--- src/mpts_pkg.sv ---
// package for the multi-policy task scheduler: types, constants, codes
// no dependencies
`timescale 1ns / 1ps
package mpts_pkg;
   localparam int MAX_TASKS_DEF = 8;
   localparam logic [15:0] CLOCK_MAX = 16'hFFFF;

   localparam logic REQ_LOAD = 1'b0;
   localparam logic REQ_TICK = 1'b1;

   localparam logic CSR_MODE  = 1'b0;
   localparam logic CSR_COUNT = 1'b1;

   typedef enum logic [2:0] {
      MODE_FCFS  = 3'd0,
      MODE_SJF   = 3'd1,
      MODE_SRTF  = 3'd2,
      MODE_PRIO  = 3'd3,
      MODE_PPRIO = 3'd4
   } mode_type;

   typedef enum logic [2:0] {
      ST_IDLE,
      ST_SCAN,
      ST_EXEC,
      ST_AGE,
      ST_DONE,
      ST_OUT
   } state_type;

   typedef struct packed {
      logic [2:0]  slot;
      logic [7:0]  arrival;
      logic [7:0]  cpu_len;
      logic [3:0]  prio_level;
      logic        has_io;
      logic [7:0]  io_offset;
      logic [7:0]  io_length;
      logic        req_type;
   } req_type_type;

   typedef struct packed {
      logic [15:0] tick_time;
      logic        idle;
      logic [2:0]  task_res;
      logic        finished;
      logic        io_started;
      logic [15:0] finish_time;
      logic [15:0] turnaround;
      logic [15:0] waiting;
      logic        all_done;
   } rsp_type;

   // key for the selection compare: 16 bits covers ready time
   function automatic logic [15:0] sort_key(input logic [2:0] mode, input logic [7:0] rem,
                                            input logic [3:0] prio, input logic [15:0] rt);
      logic [15:0] k;
      k = rt;
      if (mode == MODE_SJF || mode == MODE_SRTF) k = {8'd0, rem};
      else if (mode == MODE_PRIO || mode == MODE_PPRIO) k = {12'd0, prio};
      return k;
   endfunction
endpackage

--- src/mpts_if.sv ---
// valid/ready channel interface carrying a payload struct
// depends on nothing but its type parameter
`timescale 1ns / 1ps
interface mpts_if #(parameter type payload_type = logic) ();
   logic        valid;
   logic        ready;
   payload_type data;
   modport source (output valid, output data, input ready);
   modport sink (input valid, input data, output ready);
endinterface

--- src/mpts_table.sv ---
// per-entry task state registers, one entry updated per cycle
// depends on mpts_pkg
`timescale 1ns / 1ps
module mpts_table import mpts_pkg::*; #(
   parameter int MAX_TASKS = MAX_TASKS_DEF,
   parameter int IW = (MAX_TASKS > 1) ? $clog2(MAX_TASKS) : 1
) (
   input  logic             clock,
   input  logic             reset,
   input  logic             load_en,
   input  req_type_type     load_data,
   input  logic [IW-1:0]    rd_idx,
   output logic [7:0]       rd_arrival,
   output logic [7:0]       rd_burst,
   output logic [3:0]       rd_prio,
   output logic             rd_has_io,
   output logic [7:0]       rd_io_start,
   output logic [7:0]       rd_io_burst,
   output logic [7:0]       rd_remaining,
   output logic [7:0]       rd_executed,
   output logic [7:0]       rd_io_left,
   output logic             rd_io_taken,
   output logic             rd_blocked,
   output logic [15:0]      rd_ready_time,
   output logic             rd_complete,
   input  logic             wr_en,
   input  logic [IW-1:0]    wr_idx,
   input  logic [7:0]       wr_remaining,
   input  logic [7:0]       wr_executed,
   input  logic [7:0]       wr_io_left,
   input  logic             wr_io_taken,
   input  logic             wr_blocked,
   input  logic [15:0]      wr_ready_time,
   input  logic             wr_complete
);
   logic [7:0]  arr_ff [MAX_TASKS];
   logic [7:0]  bur_ff [MAX_TASKS];
   logic [3:0]  pri_ff [MAX_TASKS];
   logic        hio_ff [MAX_TASKS];
   logic [7:0]  ios_ff [MAX_TASKS];
   logic [7:0]  iob_ff [MAX_TASKS];
   logic [7:0]  rem_ff [MAX_TASKS];
   logic [7:0]  exe_ff [MAX_TASKS];
   logic [7:0]  iol_ff [MAX_TASKS];
   logic        iot_ff [MAX_TASKS];
   logic        blk_ff [MAX_TASKS];
   logic [15:0] rdt_ff [MAX_TASKS];
   logic        cmp_ff [MAX_TASKS];
   logic [IW-1:0] lslot;

   assign lslot = IW'(load_data.slot);

   always_ff @(posedge clock) begin
      if (reset) begin
         for (int i = 0; i < MAX_TASKS; i++) begin
            rem_ff[i] <= '0;
            blk_ff[i] <= 1'b0;
            cmp_ff[i] <= 1'b0;
         end
      end else if (load_en) begin
         arr_ff[lslot] <= load_data.arrival;
         bur_ff[lslot] <= load_data.cpu_len;
         pri_ff[lslot] <= load_data.prio_level;
         hio_ff[lslot] <= load_data.has_io;
         ios_ff[lslot] <= load_data.io_offset;
         iob_ff[lslot] <= load_data.io_length;
         rem_ff[lslot] <= load_data.cpu_len;
         exe_ff[lslot] <= '0;
         iol_ff[lslot] <= '0;
         iot_ff[lslot] <= 1'b0;
         blk_ff[lslot] <= 1'b0;
         rdt_ff[lslot] <= {8'd0, load_data.arrival};
         cmp_ff[lslot] <= 1'b0;
      end else if (wr_en) begin
         rem_ff[wr_idx] <= wr_remaining;
         exe_ff[wr_idx] <= wr_executed;
         iol_ff[wr_idx] <= wr_io_left;
         iot_ff[wr_idx] <= wr_io_taken;
         blk_ff[wr_idx] <= wr_blocked;
         rdt_ff[wr_idx] <= wr_ready_time;
         cmp_ff[wr_idx] <= wr_complete;
      end
   end

   assign rd_arrival    = arr_ff[rd_idx];
   assign rd_burst      = bur_ff[rd_idx];
   assign rd_prio       = pri_ff[rd_idx];
   assign rd_has_io     = hio_ff[rd_idx];
   assign rd_io_start   = ios_ff[rd_idx];
   assign rd_io_burst   = iob_ff[rd_idx];
   assign rd_remaining  = rem_ff[rd_idx];
   assign rd_executed   = exe_ff[rd_idx];
   assign rd_io_left    = iol_ff[rd_idx];
   assign rd_io_taken   = iot_ff[rd_idx];
   assign rd_blocked    = blk_ff[rd_idx];
   assign rd_ready_time = rdt_ff[rd_idx];
   assign rd_complete   = cmp_ff[rd_idx];
endmodule

--- src/multi_policy_task_scheduler.sv ---
// multi-policy task scheduler (FCFS, SJF, SRTF, priority) top level
// depends on mpts_pkg, mpts_if, mpts_table
`timescale 1ns / 1ps
// A load writes its entry into the task table as it is accepted. A tick walks
// the N entries in use through one shared compare unit: it selects (one entry
// per cycle plus the end check), runs the chosen task, ages I/O waits and
// counts completions, steps the clock and posts the result. In a
// non-preemptive mode a kept task that is still ready skips the scan; a kept
// task that is no longer ready is checked alone before the full scan. A result
// waiting in the output register does not block the input; the next tick
// stalls before posting until it has been handed off.
module multi_policy_task_scheduler import mpts_pkg::*; #(
   parameter int MAX_TASKS = MAX_TASKS_DEF
) (
   input  logic        clock,
   input  logic        reset,
   mpts_if.sink        req,
   mpts_if.source      rsp,
   input  logic        csr_we,
   input  logic        csr_idx,
   input  logic [3:0]  csr_wdata
);
   localparam int IW = (MAX_TASKS > 1) ? $clog2(MAX_TASKS) : 1;
   localparam int CW = $clog2(MAX_TASKS + 1);

   state_type state_ff, state_in;
   logic [2:0]    mode_ff;
   logic [3:0]    count_ff;
   logic [15:0]   clk_ff, clk_in;
   logic [IW-1:0] cur_ff, cur_in;
   logic          curv_ff, curv_in;
   logic [IW:0]   idx_ff, idx_in;
   logic          have_ff, have_in;
   logic [IW-1:0] sel_ff, sel_in;
   logic [15:0]   best_ff, best_in;
   logic [15:0]   t0_ff, t0_in;
   logic          fin_ff, fin_in, io_ff, io_in;
   logic [CW-1:0] fcnt_ff, fcnt_in;
   rsp_type       work_ff, work_in;
   rsp_type       out_ff, out_in;
   logic          ovalid_ff, ovalid_in;

   logic [CW-1:0] n_used;
   logic [2:0]    mode_eff;
   logic          preempt;
   logic [IW-1:0] rd_idx;
   logic          load_en;
   logic [7:0]  r_arr, r_bur, r_ios, r_iob, r_rem, r_exe, r_iol;
   logic [3:0]  r_pri;
   logic        r_hio, r_iot, r_blk, r_cmp;
   logic [15:0] r_rdt;
   logic        wr_en;
   logic [7:0]  w_rem, w_exe, w_iol;
   logic        w_iot, w_blk, w_cmp;
   logic [15:0] w_rdt;
   logic        rdy;
   logic [15:0] key;
   logic [15:0] clk_next;
   logic [15:0] turn;
   logic [16:0] sub;

   assign n_used   = (int'(count_ff) > MAX_TASKS) ? CW'(MAX_TASKS) : CW'(count_ff);
   assign mode_eff = (mode_ff > MODE_PPRIO) ? MODE_FCFS : mode_ff;
   assign preempt  = (mode_eff == MODE_SRTF) || (mode_eff == MODE_PPRIO);
   assign clk_next = (clk_ff == CLOCK_MAX) ? clk_ff : clk_ff + 16'd1;

   always_ff @(posedge clock) begin
      if (reset) begin
         mode_ff  <= MODE_FCFS;
         count_ff <= 4'd1;
      end else if (csr_we) begin
         if (csr_idx == CSR_MODE) mode_ff <= csr_wdata[2:0];
         else count_ff <= csr_wdata;
      end
   end

   assign req.ready = (state_ff == ST_IDLE);
   assign load_en = req.valid && req.ready && (req.data.req_type == REQ_LOAD)
                    && (int'(req.data.slot) < MAX_TASKS);

   // read address: the selected task while executing, else the walk index
   assign rd_idx = (state_ff == ST_EXEC) ? sel_ff : idx_ff[IW-1:0];

   mpts_table #(.MAX_TASKS(MAX_TASKS), .IW(IW)) u_table (
      .clock, .reset, .load_en, .load_data(req.data), .rd_idx,
      .rd_arrival(r_arr), .rd_burst(r_bur), .rd_prio(r_pri), .rd_has_io(r_hio),
      .rd_io_start(r_ios), .rd_io_burst(r_iob), .rd_remaining(r_rem),
      .rd_executed(r_exe), .rd_io_left(r_iol), .rd_io_taken(r_iot),
      .rd_blocked(r_blk), .rd_ready_time(r_rdt), .rd_complete(r_cmp),
      .wr_en, .wr_idx(rd_idx), .wr_remaining(w_rem), .wr_executed(w_exe),
      .wr_io_left(w_iol), .wr_io_taken(w_iot), .wr_blocked(w_blk),
      .wr_ready_time(w_rdt), .wr_complete(w_cmp)
   );

   assign rdy = !r_cmp && !r_blk && ({8'd0, r_arr} <= clk_ff) && (r_rem != 8'd0);
   assign key = sort_key(mode_eff, r_rem, r_pri, r_rdt);
   // run-unit arithmetic, on the post-tick clock
   assign turn = clk_next - {8'd0, r_arr};
   assign sub  = {9'd0, r_bur} + (r_hio ? {9'd0, r_iob} : 17'd0);

   always_comb begin
      state_in = state_ff;
      case (state_ff)
         ST_IDLE: if (req.valid && req.ready && req.data.req_type == REQ_TICK)
                     state_in = ST_SCAN;
         ST_SCAN: if (!curv_ff && idx_ff >= (IW+1)'(n_used)) state_in = ST_EXEC;
         ST_EXEC: state_in = ST_AGE;
         ST_AGE:  if (idx_ff >= (IW+1)'(n_used)) state_in = ST_DONE;
         ST_DONE: state_in = ST_OUT;
         ST_OUT:  if (!ovalid_ff || rsp.ready) state_in = ST_IDLE;
         default: state_in = ST_IDLE;
      endcase
   end

   always_comb begin
      clk_in = clk_ff; cur_in = cur_ff; curv_in = curv_ff; idx_in = idx_ff;
      have_in = have_ff; sel_in = sel_ff; best_in = best_ff; t0_in = t0_ff;
      fin_in = fin_ff; io_in = io_ff; fcnt_in = fcnt_ff; out_in = out_ff;
      work_in = work_ff;
      ovalid_in = ovalid_ff;
      wr_en = 1'b0;
      w_rem = r_rem; w_exe = r_exe; w_iol = r_iol; w_iot = r_iot;
      w_blk = r_blk; w_rdt = r_rdt; w_cmp = r_cmp;
      if (rsp.valid && rsp.ready) ovalid_in = 1'b0;
      case (state_ff)
         ST_IDLE: begin
            if (req.valid && req.ready) begin
               if (req.data.req_type == REQ_LOAD) begin
                  if (load_en) begin
                     clk_in = '0;
                     curv_in = 1'b0;
                  end
               end else begin
                  t0_in = clk_ff; fin_in = 1'b0; io_in = 1'b0; fcnt_in = '0;
                  work_in = '0;
                  // kept task first in non-preemptive modes
                  idx_in = (!preempt && curv_ff) ? {1'b0, cur_ff} : '0;
                  if (preempt) curv_in = 1'b0;
                  have_in = 1'b0;
                  best_in = '0;
               end
            end
         end
         ST_SCAN: begin
            if (curv_ff) begin
               // check the kept task alone, then fall back to a full scan
               curv_in = 1'b0;
               if (idx_ff < (IW+1)'(n_used) && rdy) begin
                  have_in = 1'b1; sel_in = idx_ff[IW-1:0];
                  idx_in = (IW+1)'(n_used);
               end else idx_in = '0;
            end else if (idx_ff < (IW+1)'(n_used)) begin
               if (rdy && (!have_ff || key < best_ff)) begin
                  have_in = 1'b1; best_in = key; sel_in = idx_ff[IW-1:0];
               end
               idx_in = idx_ff + 1'b1;
            end
         end
         ST_EXEC: begin
            idx_in = '0;
            if (have_ff) begin
               wr_en = 1'b1;
               w_rem = r_rem - 8'd1;
               w_exe = (r_exe == 8'hFF) ? r_exe : r_exe + 8'd1;
               if (w_rem == 8'd0) begin
                  w_cmp = 1'b1; fin_in = 1'b1;
                  work_in.finish_time = clk_next;
                  work_in.turnaround = turn;
                  work_in.waiting = ({1'b0, turn} > sub) ? 16'({1'b0, turn} - sub) : 16'd0;
               end else if (r_hio && !r_iot && w_exe == r_ios) begin
                  // aging of this wait starts on the next tick
                  w_blk = 1'b1; w_iot = 1'b1; io_in = 1'b1;
                  w_iol = r_iob;
               end else if (!preempt) begin
                  cur_in = sel_ff; curv_in = 1'b1;
               end
            end
         end
         ST_AGE: begin
            if (idx_ff < (IW+1)'(n_used)) begin
               if (r_blk && !(io_ff && idx_ff[IW-1:0] == sel_ff)) begin
                  wr_en = 1'b1;
                  if (r_iol <= 8'd1) begin
                     w_iol = 8'd0; w_blk = 1'b0; w_rdt = clk_next;
                  end else w_iol = r_iol - 8'd1;
               end
               if (r_cmp) fcnt_in = fcnt_ff + 1'b1;
               idx_in = idx_ff + 1'b1;
            end
         end
         ST_DONE: begin
            clk_in = clk_next;
         end
         ST_OUT: begin
            // post once the output register is free or being emptied
            if (!ovalid_ff || rsp.ready) begin
               out_in = work_ff;
               out_in.tick_time = t0_ff;
               out_in.idle = !have_ff;
               out_in.task_res = have_ff ? 3'(sel_ff) : 3'd0;
               out_in.finished = fin_ff;
               out_in.io_started = io_ff;
               out_in.all_done = (fcnt_ff == n_used);
               ovalid_in = 1'b1;
            end
         end
         default: ;
      endcase
   end

   always_ff @(posedge clock) begin
      if (reset) begin
         state_ff <= ST_IDLE; clk_ff <= '0; curv_ff <= 1'b0; ovalid_ff <= 1'b0;
         idx_ff <= '0; have_ff <= 1'b0; fin_ff <= 1'b0; io_ff <= 1'b0; fcnt_ff <= '0;
      end else begin
         state_ff <= state_in; clk_ff <= clk_in; curv_ff <= curv_in;
         ovalid_ff <= ovalid_in; idx_ff <= idx_in; have_ff <= have_in;
         fin_ff <= fin_in; io_ff <= io_in; fcnt_ff <= fcnt_in;
      end
      cur_ff <= cur_in; sel_ff <= sel_in; best_ff <= best_in; t0_ff <= t0_in;
      out_ff <= out_in; work_ff <= work_in;
   end

   assign rsp.valid = ovalid_ff;
   assign rsp.data  = out_ff;

   a_res_idle: assert property (@(posedge clock) disable iff (reset)
      rsp.valid && rsp.data.idle |-> !rsp.data.finished && !rsp.data.io_started)
      else $error("idle result reports activity");
   a_one_event: assert property (@(posedge clock) disable iff (reset)
      rsp.valid |-> !(rsp.data.finished && rsp.data.io_started))
      else $error("finish and io start together");
   a_no_accept_busy: assert property (@(posedge clock) disable iff (reset)
      state_ff != ST_IDLE |-> !req.ready)
      else $error("ready while working");
   a_post: assert property (@(posedge clock) disable iff (reset)
      state_ff == ST_OUT |=> rsp.valid)
      else $error("result lost");
endmodule

--- src/flat_wrapper.sv ---
// flat-port wrapper written by rule: the top's interface ports become plain ports
module multi_policy_task_scheduler_flat import mpts_pkg::*;
#(
   parameter int MAX_TASKS = MAX_TASKS_DEF
)
  (clock, reset, csr_we, csr_idx, csr_wdata, req_valid, req_data, req_ready, rsp_valid, rsp_data, rsp_ready);
  mpts_if #(.payload_type(req_type_type)) req_i ();
  mpts_if #(.payload_type(rsp_type)) rsp_i ();
  input  logic clock;
  input  logic reset;
  input  logic csr_we;
  input  logic csr_idx;
  input  logic [3:0] csr_wdata;
  input wire logic [$bits(req_i.valid)-1:0] req_valid;
  input wire logic [$bits(req_i.data)-1:0] req_data;
  output wire logic [$bits(req_i.ready)-1:0] req_ready;
  output wire logic [$bits(rsp_i.valid)-1:0] rsp_valid;
  output wire logic [$bits(rsp_i.data)-1:0] rsp_data;
  input wire logic [$bits(rsp_i.ready)-1:0] rsp_ready;
  assign req_i.valid = req_valid;
  assign req_i.data = req_data;
  assign req_ready = req_i.ready;
  assign rsp_valid = rsp_i.valid;
  assign rsp_data = rsp_i.data;
  assign rsp_i.ready = rsp_ready;
  multi_policy_task_scheduler #(.MAX_TASKS(MAX_TASKS)) u_core (.clock(clock), .reset(reset), .req(req_i), .rsp(rsp_i), .csr_we(csr_we), .csr_idx(csr_idx), .csr_wdata(csr_wdata));
endmodule
--- config.mk ---
export PLATFORM = sky130hd
export DESIGN_NAME = multi_policy_task_scheduler_flat
export DESIGN_NICKNAME = d
export VERILOG_FILES = /design/src/mpts_pkg.sv /design/src/mpts_if.sv /design/src/mpts_table.sv /design/src/multi_policy_task_scheduler.sv /design/src/flat_wrapper.sv
export SDC_FILE = /design/constraint.sdc
export NUM_CORES = 1
export LEC_CHECK = 0
export ABC_AREA = 1
export BUFFER_PORTS_ARGS = -buffer_cell sky130_fd_sc_hd__buf_2
export CORE_MARGIN = 2
export CORE_UTILIZATION = 30
export CTS_BUF_LIST = sky130_fd_sc_hd__clkbuf_4 sky130_fd_sc_hd__clkbuf_8 sky130_fd_sc_hd__clkbuf_16
export DETAILED_ROUTE_END_ITERATION = 8
export PLACE_DENSITY = 0.49
export SYNTH_ARGS = -nofsm -noshare
export SYNTH_HDL_FRONTEND = slang
export SYNTH_SLANG_ARGS = --single-unit
--- constraint.sdc ---
create_clock -name clock -period 11.24 [get_ports clock]
set_input_delay 1.686 -clock clock [delete_from_list [all_inputs] [get_ports clock]]
set_output_delay 1.686 -clock clock [all_outputs]
set_load 0.01 [all_outputs]
* After elaboration in Yosys (flattened, before gate mapping)
Memories as Yosys holds them, arrays and structs flattened.
Index checks and enable logic that the tools add are counted.
** Word-level totals
- Flip-flop bits (word level) :: 196
- Bits in writable memories :: 640
- Output and inout port bits :: 73
- Memories kept :: 13
** Memory list
- u_core.u_table.rdt_ff :: words 8, width 16, read ports 1, clocked after memory_dff 0, write ports 1, RTL line mpts_table.sv:47 : logic [15:0] rdt_ff [MAX_TASKS];
- u_core.u_table.arr_ff :: words 8, width 8, read ports 1, clocked after memory_dff 0, write ports 1, RTL line mpts_table.sv:36 : logic [7:0] arr_ff [MAX_TASKS];
- u_core.u_table.bur_ff :: words 8, width 8, read ports 1, clocked after memory_dff 0, write ports 1, RTL line mpts_table.sv:37 : logic [7:0] bur_ff [MAX_TASKS];
- u_core.u_table.exe_ff :: words 8, width 8, read ports 1, clocked after memory_dff 0, write ports 1, RTL line mpts_table.sv:43 : logic [7:0] exe_ff [MAX_TASKS];
- u_core.u_table.iob_ff :: words 8, width 8, read ports 1, clocked after memory_dff 0, write ports 1, RTL line mpts_table.sv:41 : logic [7:0] iob_ff [MAX_TASKS];
- u_core.u_table.iol_ff :: words 8, width 8, read ports 1, clocked after memory_dff 0, write ports 1, RTL line mpts_table.sv:44 : logic [7:0] iol_ff [MAX_TASKS];
- 7 more memories
** Cells by class
- Add/sub/neg operators :: 9
- Magnitude comparators :: 8
- Equal/unequal tests :: 39
- Multiplexer cells :: 143
- Bitwise operators :: 5
- Reductions and logical operators :: 64
** Operators with widths (number)
- two-way mux 16 bit :: 17
- two-way mux 8 bit :: 16
- two-way mux 49 bit :: 2
- two-way mux 48 bit :: 2
- one-hot mux 48 bit (2 select lines) :: 1
- one-hot mux 16 bit (2 select lines) :: 2
- two-way mux 3 bit :: 21
- two-way mux 1 bit :: 62
- two-way mux 4 bit :: 10
- OR reduction 8 bit :: 4
- inequality test 2 bit, second input constant :: 12
- one-hot mux 3 bit (6 select lines) :: 1
- AND reduction 6 bit :: 3
- greater-than comparator 16 x 17 -> 1 bit :: 1
- adder 16 x 1 -> 16 bit, second input constant :: 1
- == test 16 bit, second input constant :: 1
- <= comparator 8 x 16 -> 1 bit :: 1
- < comparator 16 bit :: 1
- inequality test 2 x 1 -> 1 bit, second input constant :: 8
- one-hot mux 4 bit (4 select lines) :: 1
- one-hot mux 8 bit (2 select lines) :: 1
- OR reduction 16 bit :: 1
- subtractor 16 bit :: 1
- subtractor 16 x 8 -> 16 bit :: 1
- other kinds (37) :: 97

* Depth between registers and ports, before layout
- Depth in word-level cells :: 13
- Mapped depth :: 42
- Mapped depth without buffers :: 35

* Hierarchy
From an unflattened synthesis, not the netlist that was laid out.
** Unflattened totals
- Cell total of the unflattened synthesis :: 3590
- Area total of the unflattened synthesis :: 37383.4 µm²
** Modules (own cells, without submodules)
- mpts_table :: times used 1, cells an instance 2226, area each 25968.7 µm²
- multi_policy_task_scheduler :: times used 1, cells an instance 1364, area each 11414.7 µm²

* Least setup slack after synthesis
Ideal clock, no wire load.
- Path type :: reg-to-reg
- From :: reg u_core.state_ff[2]
- To :: reg u_core.work_ff[10] in the netlist's numbering, data pin
- Arrival time :: 5.658 ns
- Data required time :: 10.984 ns
- Slack :: 5.327 ns
- Cell stages (with the launch flop) :: 34
- Path buffers :: 8
- Period minus slack after synthesis :: 5.913 ns
- Cells stage by stage :: dfxtp_1 > nor2_4 > nand3_2 > nand2_4 > buf_6 > buf_2 > buf_2 > buf_2 > buf_2 > buf_1 > buf_1 > nand2_1 > nand3_1 > nand3_1 > nand2_1 > ha_1 > inv_1 > fa_1 > o21ai_0 > a21oi_1 > o21ai_0 > xnor2_1 > ha_1 > a21oi_1 > a21oi_1 > a221oi_1 > nand2_1 > nor2_1 > nand2_1 > o21ai_0 > nand2_1 > nand2_1 > buf_2 > nor2_1
** Between the ends
- Word-level cells in the longest chain between the ends :: 10
- Elaborated cells between the ends (all ways) :: 16
** RTL lines
- start, declared :: RTL line multi_policy_task_scheduler.sv:26 : state_type state_ff, state_in;
- start signal, assigned :: RTL line multi_policy_task_scheduler.sv:216 : state_ff <= state_in; clk_ff <= clk_in; curv_ff <= curv_in;
- == test 3 x 2 -> 1 bit :: RTL line multi_policy_task_scheduler.sv:82, multi_policy_task_scheduler.sv:125
- two-way mux 3 bit :: RTL line multi_policy_task_scheduler.sv:82 : assign rd_idx = (state_ff == ST_EXEC) ? sel_ff : idx_ff[IW-1:0];
- memory (8 x 8 bit) / memory (8 x 1 bit) (equally long branches)
- two-way mux 8 bit :: RTL line multi_policy_task_scheduler.sv:99 : assign sub = {9'd0, r_bur} + (r_hio ? {9'd0, r_iob} : 17'd0);
- adder 8 x 8 -> 9 bit :: RTL line multi_policy_task_scheduler.sv:99
- subtractor 16 bit / greater-than comparator 16 x 17 -> 1 bit (equally long branches) :: RTL line multi_policy_task_scheduler.sv:169 : work_in.waiting = ({1'b0, turn} > sub) ? 16'({1'b0, turn} - sub) : 16'd0;
- two-way mux 16 bit :: RTL line multi_policy_task_scheduler.sv:169
- two-way mux 48 bit :: RTL line multi_policy_task_scheduler.sv:165 : if (w_rem == 8'd0) begin
- two-way mux 48 bit :: RTL line multi_policy_task_scheduler.sv:161 : if (have_ff) begin
- one-hot mux 48 bit (2 select lines) (*) :: RTL line multi_policy_task_scheduler.sv:125 : case (state_ff)
- end signal, assigned :: RTL line multi_policy_task_scheduler.sv:221 : out_ff <= out_in; work_ff <= work_in;
- end, declared :: RTL line multi_policy_task_scheduler.sv:39 : rsp_type work_ff, work_in;
Every way passes the cells marked *; elsewhere a longest branch is shown, timed or not. The select of a mux whose other input is x is not followed.
A chain may end at the register's enable or synchronous reset.

* Final worst setup path
- From :: reg u_core.state_ff[2]
- To :: reg u_core.work_ff[14] in the netlist's numbering, data pin
The elaborated chain is that of the path after synthesis.

==> impl_metrics.json <==
{
  "max-slew-margin-rel_pct": 28.0,
  "cellPowerDensity_nw_per_um2": 248,
  "final_layout_size_suffix_gt1_share_pct": 11.0,
  "grt_util_met2_pct": 28.5,
  "synth.area.mux_share_pct": 0.0269,
  "drv_cap": 0,
  "setup_viol": 0,
  "rsz0062_at_grt": "false",
  "synthDistinctLibCells": 56,
  "tritoncts": "done",
  "use_met3_pct": 2.33,
  "min_period_over_period_pct": 65.2,
  "synth-edff-count": 797,
  "critical_path_buf_inv_count": 2,
  "global_route.usage.total_pct": 16.8,
  "diodes": 0,
  "setup_tns_ps": 0,
  "timing.critical_path.from_type": "register",
  "total_congestion_overflow_after_global_routing": 0,
  "number_of_remaining_drc_errors": 0,
  "cts_post_setup_buffers_inserted": 0,
  "leakagePower_uw": 0.0161,
  "synth_fp_nets": 3597,
  "clk_root_buffer_cell": "sky130_fd_sc_hd__clkbuf_16",
  "critical_path.slowest_cell": "sky130_fd_sc_hd__a31oi_1",
  "final_cells": 5303,
  "io_pins": 124,
  "finalHoldViolCount": 0,
  "synth.yosys.warnings": 0,
  "drtPass1Iterations": 5,
  "first_global_vias": 24705,
  "min_path_type": "reg -> reg",
  "dr.first_iter.drc_count": 2091,
  "clkSinkCount": 836,
  "outcome": "finished, final reports clean",
  "fillerInstances": 12378,
  "post_cts_resized": 0,
  "largest_net_degree_at_the_start_of_global_routing": 168,
  "post-synth-top-area-cell": "sky130_fd_sc_hd__edfxtp_1",
  "synth_top_family_by_area": "simple AND/OR/NAND/NOR gates",
  "detailroute.via_count": 25445,
  "synth_compound_area_share_pct": 5.87,
  "grt.met1_usage_pct": 22.4,
  "cpLargestDelayFamily": "simple AND/OR/NAND/NOR gates",
  "synth.cells.most_frequent": "949 x sky130_fd_sc_hd__nand2_1, 797 x sky130_fd_sc_hd__edfxtp_1, 377 x sky130_fd_sc_hd__nand3_1, 296 x sky130_fd_sc_hd__nor2_1, 248 x sky130_fd_sc_hd__inv_1",
  "worst-endpoint-arrival_ps": 7710,
  "ant_nets": 0,
  "synth.ff_latch_count": 836,
  "finalHoldWorstSlack_ps": 416,
  "grt_most_used_layer": "met2",
  "total_power_uw": 10600,
  "cpMostUsedCell": "sky130_fd_sc_hd__nand2_1",
  "finalNetCount": 3708,
  "cts_max_level": 3,
  "synth_area_per_cell_um2": 10.7,
  "post_cts_hold_buffer_count": 0,
  "cp.required_ps": 11620,
  "ir_drop_uv": 206,
  "routedWlPerCell_um": 20.4,
  "synth.yosys.seq_area_share_pct": 66.3,
  "die-height_um": 356,
  "leading_cell_type_by_number_of_instances_after_synthesis": "sky130_fd_sc_hd__nand2_1",
  "drt_wl_total_mm": 108,
  "die_x_um": 356,
  "antenna_violations_before_repair": 8,
  "dp_hpwl_mm": 67.3,
  "numPortBuffers": 123,
  "worst-path-max-fanout": 93,
  "setup.worst_path.class": "reg -> reg",
  "worstSkewPairLatency_ps": 680,
  "finClkSkew_ps": 34.9,
  "ys.flop_type": "sky130_fd_sc_hd__edfxtp_1",
  "post-synth-top-area-fraction_pct": 64.2,
  "synth-async-reset-ratio_pct": 0,
  "crit_path_max_incr_delay_ps": 550,
  "period_needed_ps": 7330,
  "yosys-top-cells-area": "sky130_fd_sc_hd__edfxtp_1 64%, sky130_fd_sc_hd__nand2_1 9.6%, sky130_fd_sc_hd__nand3_1 5.1%, sky130_fd_sc_hd__nor2_1 3.0%, sky130_fd_sc_hd__inv_1 2.5%",
  "yosys.area_share.adder_pct": 2.21,
  "layout-area-overhead-vs-synth_pct": 14.4,
  "die_area_um2": 127000,
  "worstSetupEndpointType": "register",
  "core_area_um2": 123000,
  "cts.reportedPaths.clkPinSlew_ps": 60,
  "timing_worst_slew_pin_value_ps": 1070,
  "fp-row-count": 129,
  "max_clock_freq_mhz": 137,
  "finalWeightedCongestion": 0.850,
  "initial_core_util_pct": 30.2,
  "synth_xor_area_share_pct": 1.13,
  "cts_made_buffers": 91,
  "report.final.slew_viol_count": 0,
  "synthSimpleGateAreaFrac_pct": 19.6,
  "synthesis.instances": 3482,
  "post_synthesis_cell_area_um2": 37300,
  "grt_pass1_wl_mm": 161,
  "max-clock-path-buffers": 3,
  "placed_cells": 5137,
  "post_drt_via_cell_ratio": 4.80
}
## report_power, final
| part | internal [uW] | switching [uW] | total, uW | leakage, uW |
|---|---|---|---|---|
| logic | 1230 | 2730 | 3960 | 0.00684 |
| registers | 3560 | 60.6 | 3620 | 0.00782 |
| clock network | 1730 | 1250 | 2980 | 0.00147 |
| total | 6530 | 4040 | 10600 | 0.0161 |
## logic make-up (layout without fill, tap and decap cells)
logic type / after synthesis / in the layout
buffers and inverters: 425 / 609
flip-flops: 836 / 836
adder cells (fa/ha/maj): 64 / 64
AND/OR/NAND/NOR: 1730 / 1730
multiplexers: 1 / 1
XOR/XNOR: 48 / 48
AO/OA/AOI/OAI: 378 / 378
## routing by layer
layer,up-vias,wire length [um]
li1,12241,-
met1,12429,48400
met2,607,52200
met3,162,4620
met4,6,2960
met5,-,40
## through the flow
stage	area (um^2)	utilization (%)	worst slack (ps)
global route	42600	34.5	3390
floorplan	37300	-	5330
global placement	39700	32.1	4120
finish	42600	34.5	3910
CTS	42600	34.5	3910
detailed placement	39700	32.1	3980
## worst register-to-register path: stages, from the launching register on
cell and delay, ps:
sky130_fd_sc_hd__dfxtp_1 390, sky130_fd_sc_hd__nor2_4 220, sky130_fd_sc_hd__nand2_4 330, sky130_fd_sc_hd__inv_2 450
sky130_fd_sc_hd__nand2_1 240, sky130_fd_sc_hd__nand2_8 450, sky130_fd_sc_hd__buf_12 480, sky130_fd_sc_hd__nand3_1 230
sky130_fd_sc_hd__a31oi_1 550, sky130_fd_sc_hd__nor2_1 110, sky130_fd_sc_hd__ha_1 370, sky130_fd_sc_hd__nand2_1 60
sky130_fd_sc_hd__o21ai_0 370, sky130_fd_sc_hd__a21oi_1 130, sky130_fd_sc_hd__o21ai_0 320, sky130_fd_sc_hd__xnor2_1 180
sky130_fd_sc_hd__ha_1 320, sky130_fd_sc_hd__a21oi_1 210, sky130_fd_sc_hd__a21oi_1 110, sky130_fd_sc_hd__a221oi_1 450
sky130_fd_sc_hd__nand2_1 90, sky130_fd_sc_hd__nor2_1 210, sky130_fd_sc_hd__nand2_1 110, sky130_fd_sc_hd__o21ai_0 110
sky130_fd_sc_hd__nand2_1 70, sky130_fd_sc_hd__nand2_1 380, sky130_fd_sc_hd__nor2_1 90
## worst paths after layout
check / from / to / slack (ps) / cells after the start
setup reg to reg: u_core.state_ff[2] / u_core.work_ff[14] / 3910 / 26
hold reg to reg: u_core.work_ff[43] / u_core.rsp.data[43] / 420 / 0
setup / recovery: u_core.state_ff[2] / u_core.work_ff[14] / 3910 / 26
hold / removal: u_core.work_ff[43] / u_core.rsp.data[43] / 420 / 0
## layout by cell type (no fill, tap or decap), types with 7 or more instances in the layout
cell / instances
sky130_fd_sc_hd__o21ai_1: 35
sky130_fd_sc_hd__inv_2: 25
sky130_fd_sc_hd__clkbuf_4: 18
sky130_fd_sc_hd__nor3_2: 9
sky130_fd_sc_hd__dfxtp_1: 39
sky130_fd_sc_hd__buf_2: 123
sky130_fd_sc_hd__edfxtp_1: 797
sky130_fd_sc_hd__o21ai_0: 118
sky130_fd_sc_hd__inv_1: 247
sky130_fd_sc_hd__a31oi_1: 41
sky130_fd_sc_hd__xor2_1: 35
sky130_fd_sc_hd__nand2_1: 948
sky130_fd_sc_hd__nor2_1: 295
sky130_fd_sc_hd__buf_4: 42
sky130_fd_sc_hd__o22ai_1: 25
sky130_fd_sc_hd__bufinv_16: 7
sky130_fd_sc_hd__a211oi_1: 7
sky130_fd_sc_hd__nand3_1: 377
sky130_fd_sc_hd__nand2_2: 13
sky130_fd_sc_hd__o221ai_1: 9
sky130_fd_sc_hd__nor3_1: 23
sky130_fd_sc_hd__clkinv_2: 15
sky130_fd_sc_hd__clkinv_1: 24
sky130_fd_sc_hd__ha_1: 61
sky130_fd_sc_hd__nor2_4: 12
sky130_fd_sc_hd__o21ai_2: 8
sky130_fd_sc_hd__xnor2_1: 13
sky130_fd_sc_hd__a21oi_1: 99
sky130_fd_sc_hd__nand4_1: 20
sky130_fd_sc_hd__o211ai_1: 10
sky130_fd_sc_hd__clkbuf_16: 94
## cell type report
class                           count  area, um^2  area share (%)
Inverter                          273        1020            2.40
Timing Repair Buffer              170        1030            2.42
Clock inverter                     54         465            1.09
Multi-Input combinational cell   2221       10800            25.4
Sequential cell                   836       24700            58.0
Clock buffer                      112        2490            5.84
Tap cell                         1637        2050            4.81
## registers in the layout (all words and copies together) (netlist names), 8 cells and up
| register | flops |
|---|---|
| u_core.u_table.blk_ff | 8 |
| u_core.u_table.iob_ff | 64 |
| u_core.u_table.rdt_ff | 128 |
| u_core.u_table.exe_ff | 64 |
| u_core.clk_ff | 16 |
| u_core.u_table.pri_ff | 32 |
| u_core.u_table.hio_ff | 8 |
| u_core.rsp.data | 71 |
| u_core.u_table.cmp_ff | 8 |
| u_core.t0_ff | 16 |
| u_core.u_table.arr_ff | 64 |
| u_core.u_table.rem_ff | 64 |
| u_core.u_table.bur_ff | 64 |
| u_core.u_table.ios_ff | 64 |
| u_core.u_table.iot_ff | 8 |
| u_core.best_ff | 16 |
| u_core.u_table.iol_ff | 64 |
| u_core.work_ff | 48 |
No activity file was read; power rests on OpenSTA's default activity.
